<file path="config.mk">
export PLATFORM = sky130hd
export DESIGN_NAME = domain_name_validator_unit
export DESIGN_NICKNAME = d
export VERILOG_FILES = /design/src/hw/rtl/dnv_pkg.sv /design/src/hw/rtl/dnv_core.sv /design/src/hw/rtl/domain_name_validator_unit.sv
export SDC_FILE = /design/constraint.sdc
export NUM_CORES = 1
export LEC_CHECK = 0
export ABC_CLOCK_PERIOD_IN_PS = 8250
export BUFFER_PORTS_ARGS = -buffer_cell sky130_fd_sc_hd__clkbuf_2
export CAP_MARGIN = 20
export CORE_MARGIN = 2
export CORE_UTILIZATION = 31
export DETAILED_ROUTE_END_ITERATION = 7
export GPL_TIMING_DRIVEN = 1
export PLACE_DENSITY = 0.52
export SETUP_SLACK_MARGIN = 0.02
export SLEW_MARGIN = 20
export SYNTH_ARGS = -nofsm -noshare
export SYNTH_HDL_FRONTEND = slang
export SYNTH_SLANG_ARGS = --single-unit
</file>
<file path="constraint.sdc">
create_clock -name clk -period 8.25 [get_ports clk]
set_clock_uncertainty 0.1 [all_clocks]
set_input_delay 1.2375 -clock clk [delete_from_list [all_inputs] [get_ports clk]]
set_output_delay 1.2375 -clock clk [all_outputs]
set_load 0.02 [all_outputs]
</file>
<file path="src/hw/rtl/dnv_pkg.sv">
package dnv_pkg;

	// Limits of the name and of one label
	localparam int unsigned MAX_NAME_LEN  = 253;
	localparam int unsigned MAX_LABEL_LEN = 63;
	localparam int unsigned NAME_CAP_RAW  = MAX_NAME_LEN + 1;
	localparam int unsigned NAME_CAP      = (NAME_CAP_RAW > 511) ? 511 : NAME_CAP_RAW;
	localparam int unsigned NAME_LEN_W    = 9;
	localparam int unsigned LABEL_LEN_W   = 6;

	// Verdict codes
	localparam logic [1:0] ERR_NONE  = 2'd0;
	localparam logic [1:0] ERR_LONG  = 2'd1;
	localparam logic [1:0] ERR_CHAR  = 2'd2;
	localparam logic [1:0] ERR_LABEL = 2'd3;

	// Special characters
	localparam logic [7:0] CH_STAR  = 8'h2A;
	localparam logic [7:0] CH_DOT   = 8'h2E;
	localparam logic [7:0] CH_DASH  = 8'h2D;
	localparam logic [7:0] CH_UNDER = 8'h5F;
	localparam logic [7:0] CH_0     = 8'h30;
	localparam logic [7:0] CH_9     = 8'h39;
	localparam logic [7:0] CH_A     = 8'h61;
	localparam logic [7:0] CH_Z     = 8'h7A;

	typedef struct packed {
		logic [7:0] char_code;
		logic       has_char;
		logic       last;
		logic       allow_wildcard;
	} chr_item_t;

	typedef struct packed {
		logic       name_ok;
		logic [1:0] error_code;
	} vrd_item_t;

	typedef struct packed {
		logic [NAME_LEN_W-1:0]  name_length;
		logic [LABEL_LEN_W-1:0] label_length;
		logic [1:0]             first_error;
		logic                   star_pending;
		logic                   wildcard_latched;
	} dnv_state_t;

	localparam dnv_state_t STATE_RESET = '{
		name_length:      '0,
		label_length:     '0,
		first_error:      ERR_NONE,
		star_pending:     1'b0,
		wildcard_latched: 1'b0
	};

endpackage

</file>
<file path="src/hw/rtl/dnv_core.sv">
module dnv_core (
	input  dnv_pkg::dnv_state_t cur,
	input  dnv_pkg::chr_item_t  item,
	output dnv_pkg::dnv_state_t nxt,
	output logic                done,
	output dnv_pkg::vrd_item_t  verdict
);
	import dnv_pkg::*;

	localparam logic [NAME_LEN_W-1:0]  NAME_CAP_V  = NAME_CAP[NAME_LEN_W-1:0];
	localparam logic [NAME_LEN_W-1:0]  NAME_MAX_V  = MAX_NAME_LEN[NAME_LEN_W-1:0];
	localparam logic [LABEL_LEN_W-1:0] LABEL_MAX_V = MAX_LABEL_LEN[LABEL_LEN_W-1:0];

	logic                   allowed;
	logic                   is_dot;
	logic [1:0]             err_v;
	logic [NAME_LEN_W-1:0]  prefix;

	// Character class
	always_comb begin
		allowed = (item.char_code == CH_DASH) || (item.char_code == CH_UNDER) ||
			((item.char_code >= CH_0) && (item.char_code <= CH_9)) ||
			((item.char_code >= CH_A) && (item.char_code <= CH_Z));
		is_dot = (item.char_code == CH_DOT);
	end

	// Next state for one item
	always_comb begin
		nxt = cur;
		if (item.has_char) begin
			if (cur.name_length < NAME_CAP_V)
				nxt.name_length = cur.name_length + 1'b1;
			if ((cur.name_length == '0) && item.allow_wildcard &&
				(item.char_code == CH_STAR)) begin
				nxt.star_pending = 1'b1;
			end else if (cur.star_pending) begin
				nxt.star_pending = 1'b0;
				if (is_dot)
					nxt.wildcard_latched = 1'b1;
				else if (cur.first_error == ERR_NONE)
					nxt.first_error = ERR_CHAR; // star as a plain char is illegal
			end else if (cur.first_error == ERR_NONE) begin
				if (allowed) begin
					if (cur.label_length >= LABEL_MAX_V)
						nxt.first_error = ERR_LABEL;
					else
						nxt.label_length = cur.label_length + 1'b1;
				end else if (is_dot) begin
					if (cur.label_length == '0)
						nxt.first_error = ERR_LABEL;
					else
						nxt.label_length = '0;
				end else begin
					nxt.first_error = ERR_CHAR;
				end
			end
		end
	end

	// Verdict from the updated state
	always_comb begin
		done   = !item.has_char || item.last;
		prefix = nxt.wildcard_latched ? NAME_LEN_W'(2) : '0;
		err_v  = nxt.first_error;
		if ((err_v == ERR_NONE) && !nxt.star_pending && (nxt.label_length == '0) &&
			(nxt.name_length > prefix))
			err_v = ERR_LABEL; // trailing dot
		if (nxt.name_length > NAME_MAX_V)
			err_v = ERR_LONG;
		verdict.name_ok    = (err_v == ERR_NONE);
		verdict.error_code = err_v;
	end

endmodule

</file>
<file path="src/hw/rtl/domain_name_validator_unit.sv">
// Domain name syntax check, one character item per clock when not stalled.
// The verdict item appears in the cycle after the item ending the name is taken.
// Throughput: one character item per cycle unless stalled; the per-item update
// is a single pass of counter and flag logic between state and verdict registers.
// Reset: arst_n clears all name state and the verdict valid flag at once.
module domain_name_validator_unit (
	input  logic               clk,
	input  logic               arst_n,
	input  logic               char_valid,
	output logic               char_stall,
	input  dnv_pkg::chr_item_t char_item,
	output logic               verdict_valid,
	input  logic               verdict_stall,
	output dnv_pkg::vrd_item_t verdict_item
);
	import dnv_pkg::*;

	dnv_state_t state_q;
	dnv_state_t state_nxt;
	logic       done;
	vrd_item_t  verdict;
	logic       accept;
	logic       vld_q;
	vrd_item_t  vrd_q;

	// Hold off input only while a verdict waits
	assign char_stall = vld_q && verdict_stall;
	assign accept     = char_valid && !char_stall;

	dnv_core u_core (
		.cur     (state_q),
		.item    (char_item),
		.nxt     (state_nxt),
		.done    (done),
		.verdict (verdict)
	);

	// Name state
	always_ff @(posedge clk or negedge arst_n) begin
		if (!arst_n) begin
			state_q <= STATE_RESET;
		end else if (accept) begin
			state_q <= done ? STATE_RESET : state_nxt;
		end
	end

	// Verdict register
	always_ff @(posedge clk or negedge arst_n) begin
		if (!arst_n) begin
			vld_q <= 1'b0;
		end else if (!char_stall) begin
			vld_q <= accept && done;
		end
	end

	always_ff @(posedge clk) begin
		if (accept && done)
			vrd_q <= verdict;
	end

	assign verdict_valid = vld_q;
	assign verdict_item  = vrd_q;

endmodule

</file>
# Yosys cells after proc, flatten, opt, wreduce, memory -nomap -nowiden
# Index checks and enable logic that the tools add are counted.
# classes
reduce_logical	23
n_addsub	2
muxes	23
order_cmp	8
n_eq_ne	4
# ops
op	n
$mux 19	2
$eq 8x6->1 const B	3
$mux 6	4
$mux 8	3
$mux 2	9
$logic_not 6->1	2
$logic_and 1x1->1	10
$add 9x1->9 const B	1
$gt 9x8->1 const B	1
$gt 9x9->1	1
$logic_not 9->1	1
$lt 9x8->1 const B	1
$mux 9	1
$eq 8x7->1 const B	1
$ge 8x6->1 const B	1
$ge 8x7->1 const B	1
$le 8x6->1 const B	1
$le 8x7->1 const B	1
$add 6x1->6 const B	1
$ge 6x6->1 const B	1
$logic_not 2->1	3
$logic_or 1x1->1	4
$mux 1	4
$logic_not 1->1	3
# totals
regBits	23
input_bits	15
out_inout_bits	5
word_cells	68

# Depth between registers and ports, before layout
# Gate-level depths: netlist (run 1).
# depth
depth_word	16
ltp_mapped	13
depth_no_buf	13

# Modules after synthesis
# A second synthesis (run 1) with hierarchy kept.
# unflattened
cells_unflattened	222
hier_area_um2	2028.2
# by_module_without_submodules
module	seq_area_each_um2	n_inst	area_each_um2	cells_each
domain_name_validator_unit	590.6	1	1047.3	70
dnv_core	0.0	1	980.9	152

# Least setup slack after synthesis (run 1)
# No wires, ideal clock.
# synth_timing
path_type	input to register
startpoint	input port char_item[9] (netlist name)
endpoint	register vrd_q (netlist bit verdict_item[2]), data pin
n_path_buf	0
required_time_ns	7.894
cell_stages	11
setup_time_ns	0.256
path_slack_ns	4.760
t_arrival_ns	3.134
cell_sequence	and4bb_4 and4_4 a21boi_2 a31o_2 ha_1 o32ai_1 nand2_1 and4_1 a31oi_1 nand4_1 and4_1
# synth_lines
item	line	text
start, declared	domain_name_validator_unit.sv:11	input dnv_pkg::chr_item_t char_item,
end signal, assigned	domain_name_validator_unit.sv:58	vrd_q <= verdict;
end, declared	domain_name_validator_unit.sv:24	vrd_item_t vrd_q;

==> results of run 1 <==
-- worst paths after layout --
check	from	end	slack (ps)
worst max-delay path	char_item[9]	verdict_item[2]$_DFFE_PP_	4660
worst min-delay path	verdict_valid$_DFFE_PN0N_	verdict_valid$_DFFE_PN0N_	470
worst max register to register	state_q[11]$_DFFE_PN0P_	verdict_item[2]$_DFFE_PP_	5020
worst min register to register	verdict_valid$_DFFE_PN0N_	verdict_valid$_DFFE_PN0N_	470
max in group asynchronous	arst_n	state_q[1]$_DFFE_PN0P_	6850
min in group asynchronous	arst_n	state_q[13]$_DFFE_PN0P_	830
-- layout by cell type, fill, tap and decap left out, types with 2 or more instances in the layout --
cell      instances
nand2_1          34
nor2_1           26
o21ai_0          21
dfrtp_1          20
clkbuf_2         19
a21oi_1          11
inv_1            10
nor3_1            7
nor4_1            6
a31oi_1           6
nand3_1           5
nand4_1           5
ha_1              5
and2_1            4
nor2b_1           3
o22ai_1           3
clkbuf_8          3
edfxtp_1          3
a22oi_1           2
and3_1            2
a31o_2            2
nand2b_1          2
and4_1            2
a21boi_0          2
o31ai_1           2
a22o_1            2
-- worst min-delay path, stage by stage, from the launching register on --
cell	delay [ps]
dfrtp_1	360
nand2_1	90
o21ai_0	80
-- sequential cells by signal (all words and copies together), names as in the netlist --
name           count
verdict_item       3
verdict_valid      1
state_q           19
-- power by group through the flow --
stage / Combinational, mW / Clock (mW) / Sequential (mW)
after global routing: 0.0501 / 0.0795 / 0.122
after detailed placement: 0.0445 / 0 / 0.123
after CTS: 0.0446 / 0.0749 / 0.121
after floorplan: 0.0264 / 0 / 0.125
final: 0.0443 / 0.0722 / 0.121
after global placement: 0.0446 / 0 / 0.123
-- cell families after synthesis --
| group | synth area share (%) |
|---|---|
| simple gates | 30.0 |
| compound gates | 27.7 |
| flops | 32.7 |
| buf+inv | 3.95 |
| fa+ha+maj | 3.47 |
| xor+xnor | 0.971 |
| mux | 1.18 |
-- layer usage --
metal,vias to the layer above,GRT usage (%)
met5,-,0
met4,0,4.58
met3,5,1.01
met2,47,26.9
met1,838,21.7
li1,869,-
-- final cells by class --
type                       instances  area [sq um]  area share, %
clock buffer                       4          45.0           2.25
inverter                          10          37.5           1.88
multi-input combinational        185          1140           57.1
sequential                        23           591           29.5
tap                               72          90.1           4.50
timing repair buffer              19          95.1           4.75
==> impl_metrics.env, run 1 <==
export IMPL_status="complete, no violations"
export IMPL_cpMaxStageDelayCell="and4bb_4"
export IMPL_cpPeakStageDelay_ps=350
export IMPL_path_class="in2reg"
export IMPL_drive_gt1_share_pct=14.9
export IMPL_fillers=594
export IMPL_crit_top_cell="and4_1"
export IMPL_yosysWarnings=0
export IMPL_p_leak_nw=0.829
export IMPL_fp_coreArea_sq_mm=0.00557
export IMPL_synthesis_nets=243
export IMPL_p_per_area_mw_per_mm2=119
export IMPL_finalNonFillerCells=313
export IMPL_grt_ovfl_total=0
export IMPL_cp_required_ps=8170
export IMPL_dp_hpwl_um=3580
export IMPL_antenna_found_initial=0
export IMPL_synth_seq_area_share_pct=32.7
export IMPL_hold_ws_ps=467
export IMPL_tightest_slew_ps=570
export IMPL_place_area_sq_mm=0.00196
export IMPL_routed_top_layer="met4"
export IMPL_p_sw_share_pct=29.2
export IMPL_fmax_ghz=0.279
export IMPL_maxCapViolations=0
export IMPL_dr_wl_met2_um=2200
export IMPL_worstSetupStartpointType="input pin"
export IMPL_crit_chain="clkbuf_2 > and4bb_4 > and4_4 > a21boi_2 > a31o_2 > ha_1 > o32ai_1 > nand2_1 > and4_1 > a31oi_1 > nand4_1 > and4_1"
export IMPL_yosys_area_top_type="dfrtp_1"
export IMPL_p_seq_share_pct=51.0
export IMPL_power_uw=238
export IMPL_grt_usage_pct=15.9
export IMPL_vias_per_cell=5.62
export IMPL_syn2layout_area_growth_pct=10.9
export IMPL_dieWidth_um=80.3
export IMPL_h_tree_depth=1
export IMPL_place_ws_ps=4410
export IMPL_synth_edf_count=3
export IMPL_nNetsFinal=262
export IMPL_grt_pass1_vias=1646
export IMPL_num_vias=1759
export IMPL_detail_route_wl_per_cell_um=15.1
export IMPL_crit_cells=12
export IMPL_post_cts_setup_buffer_count=0
export IMPL_portBuffers=19
export IMPL_arrival_ps=3510
export IMPL_wl_met3_um=195
export IMPL_finalHoldViolations=0
export IMPL_p_switching_uw=69.5
export IMPL_grt_pass1_wl_um=8110
export IMPL_power_frac_comb_pct=18.6
export IMPL_rsz0062_at_grt="false"
export IMPL_insertedDiodeCount=0
export IMPL_synth_seq_cells=23
export IMPL_fin_setup_tns_ps=0
export IMPL_avgSynthCellArea_sq_um=8.09
export IMPL_grt_max_degree=21
export IMPL_numCtsBuffers=3
export IMPL_path_max_fanout=4
export IMPL_io_pins=20
export IMPL_gp_congestion=0.804
export IMPL_cell_internal_pwr_uw=168
export IMPL_cts_hold_buf=0
export IMPL_ys_flop_type="dfrtp_1"
export IMPL_die_h_um=80.3
export IMPL_peakVddDrop_uv=53.7
export IMPL_cts_buffer_depth=2
export IMPL_drt_iter0_markers=123
export IMPL_cts_tree="yes"
export IMPL_clkPwrFrac_pct=30.4
export IMPL_period_share_pct=43.5
export IMPL_post_cts_resized=0
export IMPL_fin_util_pct=35.9
export IMPL_final_max_slew_violation_count=0
export IMPL_setup_viol=0
export IMPL_synthTopCellsByCount="nand2_1, nor2_1, o21ai_0, dfrtp_1, a21oi_1"
export IMPL_synth_top_area_share_pct=27.7
export IMPL_layout_setup_ws_ps=4660
export IMPL_yosysMostFrequentCell="nand2_1"
export IMPL_drc=0
export IMPL_syn_cell_area_sq_mm=0.00180
export IMPL_dieArea_sq_mm=0.00645
export IMPL_postSynthCellCount=223
export IMPL_wl_um=4730
export IMPL_period_minus_slack_ps=3590
export IMPL_maxSlewHeadroom_pct=61.9
export IMPL_clk_insertion_delay_late_ps=270
export IMPL_ff2ff_path_depth=13
export IMPL_hold_class="reg2reg"
export IMPL_design_area_sq_mm=0.00200
export IMPL_first_pass_iters=4
export IMPL_wl_met1_um=2260
export IMPL_place_inst=309
export IMPL_path_buf_inv=1
export IMPL_initial_core_util_pct=32.4
export IMPL_cts_sinks=23
export IMPL_hold_path_cell_count=2
export IMPL_crit_family="simple AND/OR/NAND/NOR gates"
export IMPL_cts_root_buffer="clkbuf_8"
export IMPL_ant_nets=0
export IMPL_end_kind="register"
export IMPL_yosysUniqueCellTypes=59
export IMPL_rows=27
export IMPL_synthArstFlopShare_pct=87.0
export IMPL_synth_area_leaders="dfrtp_1, nand2_1, o21ai_0, nor2_1, edfxtp_1"
export IMPL_path_clk_slew_ps=80
No activity file was read; power rests on OpenSTA's default activity.
==> run 2, diff against run 1 <==
--- a/config.mk
+++ b/config.mk
@@ -5,14 +5,14 @@
 export SDC_FILE = /design/constraint.sdc
 export NUM_CORES = 1
 export LEC_CHECK = 0
-export ABC_CLOCK_PERIOD_IN_PS = 8250
+export ABC_CLOCK_PERIOD_IN_PS = 3000
 export BUFFER_PORTS_ARGS = -buffer_cell sky130_fd_sc_hd__clkbuf_2
 export CAP_MARGIN = 20
 export CORE_MARGIN = 2
 export CORE_UTILIZATION = 31
 export DETAILED_ROUTE_END_ITERATION = 7
 export GPL_TIMING_DRIVEN = 1
-export PLACE_DENSITY = 0.52
+export PLACE_DENSITY = 0.53
 export SETUP_SLACK_MARGIN = 0.02
 export SLEW_MARGIN = 20
 export SYNTH_ARGS = -nofsm -noshare
==> constraint.sdc (replaced) <==
create_clock -name clk -period 3 [get_ports clk]
set_clock_uncertainty 0.1 [all_clocks]
set_input_delay 0.45 -clock clk [delete_from_list [all_inputs] [get_ports clk]]
set_output_delay 0.45 -clock clk [all_outputs]
set_load 0.02 [all_outputs]
==> impl_metrics.env, run 2 (synthesized netlist as in run 1, its figures left out) <==
export IMPL_status="complete, no violations"
export IMPL_grt_usage_pct=17.0
export IMPL_wl_um=5100
export IMPL_largest_reg_flops=19
export IMPL_place_ws_ps=28.9
export IMPL_regMostFlops="state_q"
export IMPL_hold_class="in2async"
export IMPL_detail_route_wl_per_cell_um=15.3
export IMPL_regToRegSetupSlack_ps=180
export IMPL_finalHoldViolations=0
export IMPL_ff_latch_area_sq_um=591
export IMPL_cts_hold_buf=0
export IMPL_p_leak_nw=0.939
export IMPL_ant_nets=0
export IMPL_fmax_ghz=0.354
export IMPL_layout_setup_ws_ps=176
export IMPL_vias_per_cell=5.42
export IMPL_p_per_area_mw_per_mm2=309
export IMPL_io_pins=20
export IMPL_grt_pass1_wl_um=8570
export IMPL_maxSlewHeadroom_pct=63.5
export IMPL_maxCapViolations=0
export IMPL_fp_coreArea_sq_mm=0.00557
export IMPL_initial_core_util_pct=32.4
export IMPL_h_tree_depth=1
export IMPL_fillers=568
export IMPL_place_area_sq_mm=0.00210
export IMPL_num_vias=1805
export IMPL_cts_root_buffer="clkbuf_8"
export IMPL_tightest_slew_ps=546
export IMPL_grt_pass1_vias=1782
export IMPL_final_common_cell="nand2_1"
export IMPL_antenna_found_initial=0
export IMPL_cts_buffer_depth=2
export IMPL_dieArea_sq_mm=0.00645
export IMPL_grt_max_degree=21
export IMPL_end_kind="register"
export IMPL_numCtsBuffers=3
export IMPL_arrival_ps=2760
export IMPL_gp_congestion=0.808
export IMPL_setup_viol=0
export IMPL_rows=27
export IMPL_portBuffers=19
export IMPL_drc=0
export IMPL_fin_setup_tns_ps=0
export IMPL_cts_tree="yes"
export IMPL_peakVddDrop_uv=186
export IMPL_period_share_pct=94.1
export IMPL_final_max_slew_violation_count=0
export IMPL_rsz0062_at_grt="false"
export IMPL_cp_required_ps=2930
export IMPL_die_h_um=80.3
export IMPL_dieWidth_um=80.3
export IMPL_path_clk_slew_ps=90
export IMPL_drive_gt1_share_pct=23.4
export IMPL_first_pass_iters=4
export IMPL_period_minus_slack_ps=2820
export IMPL_dp_hpwl_um=3920
export IMPL_cts_sinks=23
export IMPL_multi_input_area_sq_mm=0.00118
export IMPL_nNetsFinal=282
export IMPL_path_max_fanout=3
export IMPL_syn2layout_area_growth_pct=21.1
export IMPL_path_class="reg2reg"
export IMPL_design_area_sq_mm=0.00218
export IMPL_fin_util_pct=39.2
export IMPL_insertedDiodeCount=0
export IMPL_hold_ws_ps=46.5
export IMPL_final_cell_mix="nand2_1, nor2_1, o21ai_0"
export IMPL_clk_insertion_delay_late_ps=270
export IMPL_drt_iter0_markers=92
export IMPL_worstSetupStartpointType="register"
export IMPL_grt_ovfl_total=0
==> run 2: cell types whose count changed in the layout (fill, tap and decap cells not counted), sizes merged <==
| cell | before | now |
|---|---|---|
| buf | 0 | 20 |
==> run 2: layer usage <==
metal / routed length (um) / vias up / part of all wire (%) / GRT usage [%]
met3: 137 / 7 / 2.7 / 1.01
met2: 2360 / 35 / 46 / 27.3
met5: 0 / - / 0 / 0
met4: 91 / 0 / 1.8 / 6.61
met1: 2520 / 853 / 49 / 24.0
li1: - / 910 / - / -
==> run 2: final timing paths <==
path	start	to	cells past startpoint
max in group asynchronous	arst_n	state_q[7]$_DFFE_PN0P_	1
worst max register to register	state_q[11]$_DFFE_PN0P_	verdict_item[2]$_DFFE_PP_	13
worst min register to register	verdict_valid$_DFFE_PN0N_	verdict_valid$_DFFE_PN0N_	2
worst min-delay path	arst_n	state_q[14]$_DFFE_PN0P_	1
worst max-delay path	state_q[11]$_DFFE_PN0P_	verdict_item[2]$_DFFE_PP_	13
min in group clk	verdict_stall	verdict_valid$_DFFE_PN0N_	3
==> run 2: final cells by class <==
type | count | share of cell area, %
Timing Repair Buffer | 39 | 11.2
Tap cell | 72 | 4.12
Clock buffer | 4 | 2.06
Multi-Input combinational cell | 185 | 53.8
Sequential cell | 23 | 27.0
Inverter | 10 | 1.72
==> run 2: what timing repair did <==
| item | in CTS | in global routing |
|---|---|---|
| resized for setup | 0 | 6 |
| setup endpoints to repair | 0 | 3 |
| buffers inserted | 0 | 1 |
==> run 2: critical path, stage by stage, from the launching register on <==
cell	delay, ps
dfrtp_1	390
inv_1	80
ha_2	170
nor4b_4	180
and4_4	270
a21boi_2	60
a31o_2	240
ha_2	180
o32ai_2	110
nand2_1	80
and4_1	200
a31oi_1	160
nand4_1	150
and4_1	220
==> run 2: report_power, final <==
part | internal [mW] | total (mW) | switching (mW)
clock | 0.0951 | 0.201 | 0.106
sequential | 0.326 | 0.330 | 0.00455
combinational | 0.0553 | 0.143 | 0.0879
total | 0.476 | 0.674 | 0.198
==> run 2: metrics by stage <==
step	instances	power [mW]
detailed placement	328	0.476
finish	333	0.674
global placement	328	0.476
CTS	332	0.678
floorplan	223	0.417
global route	333	0.716
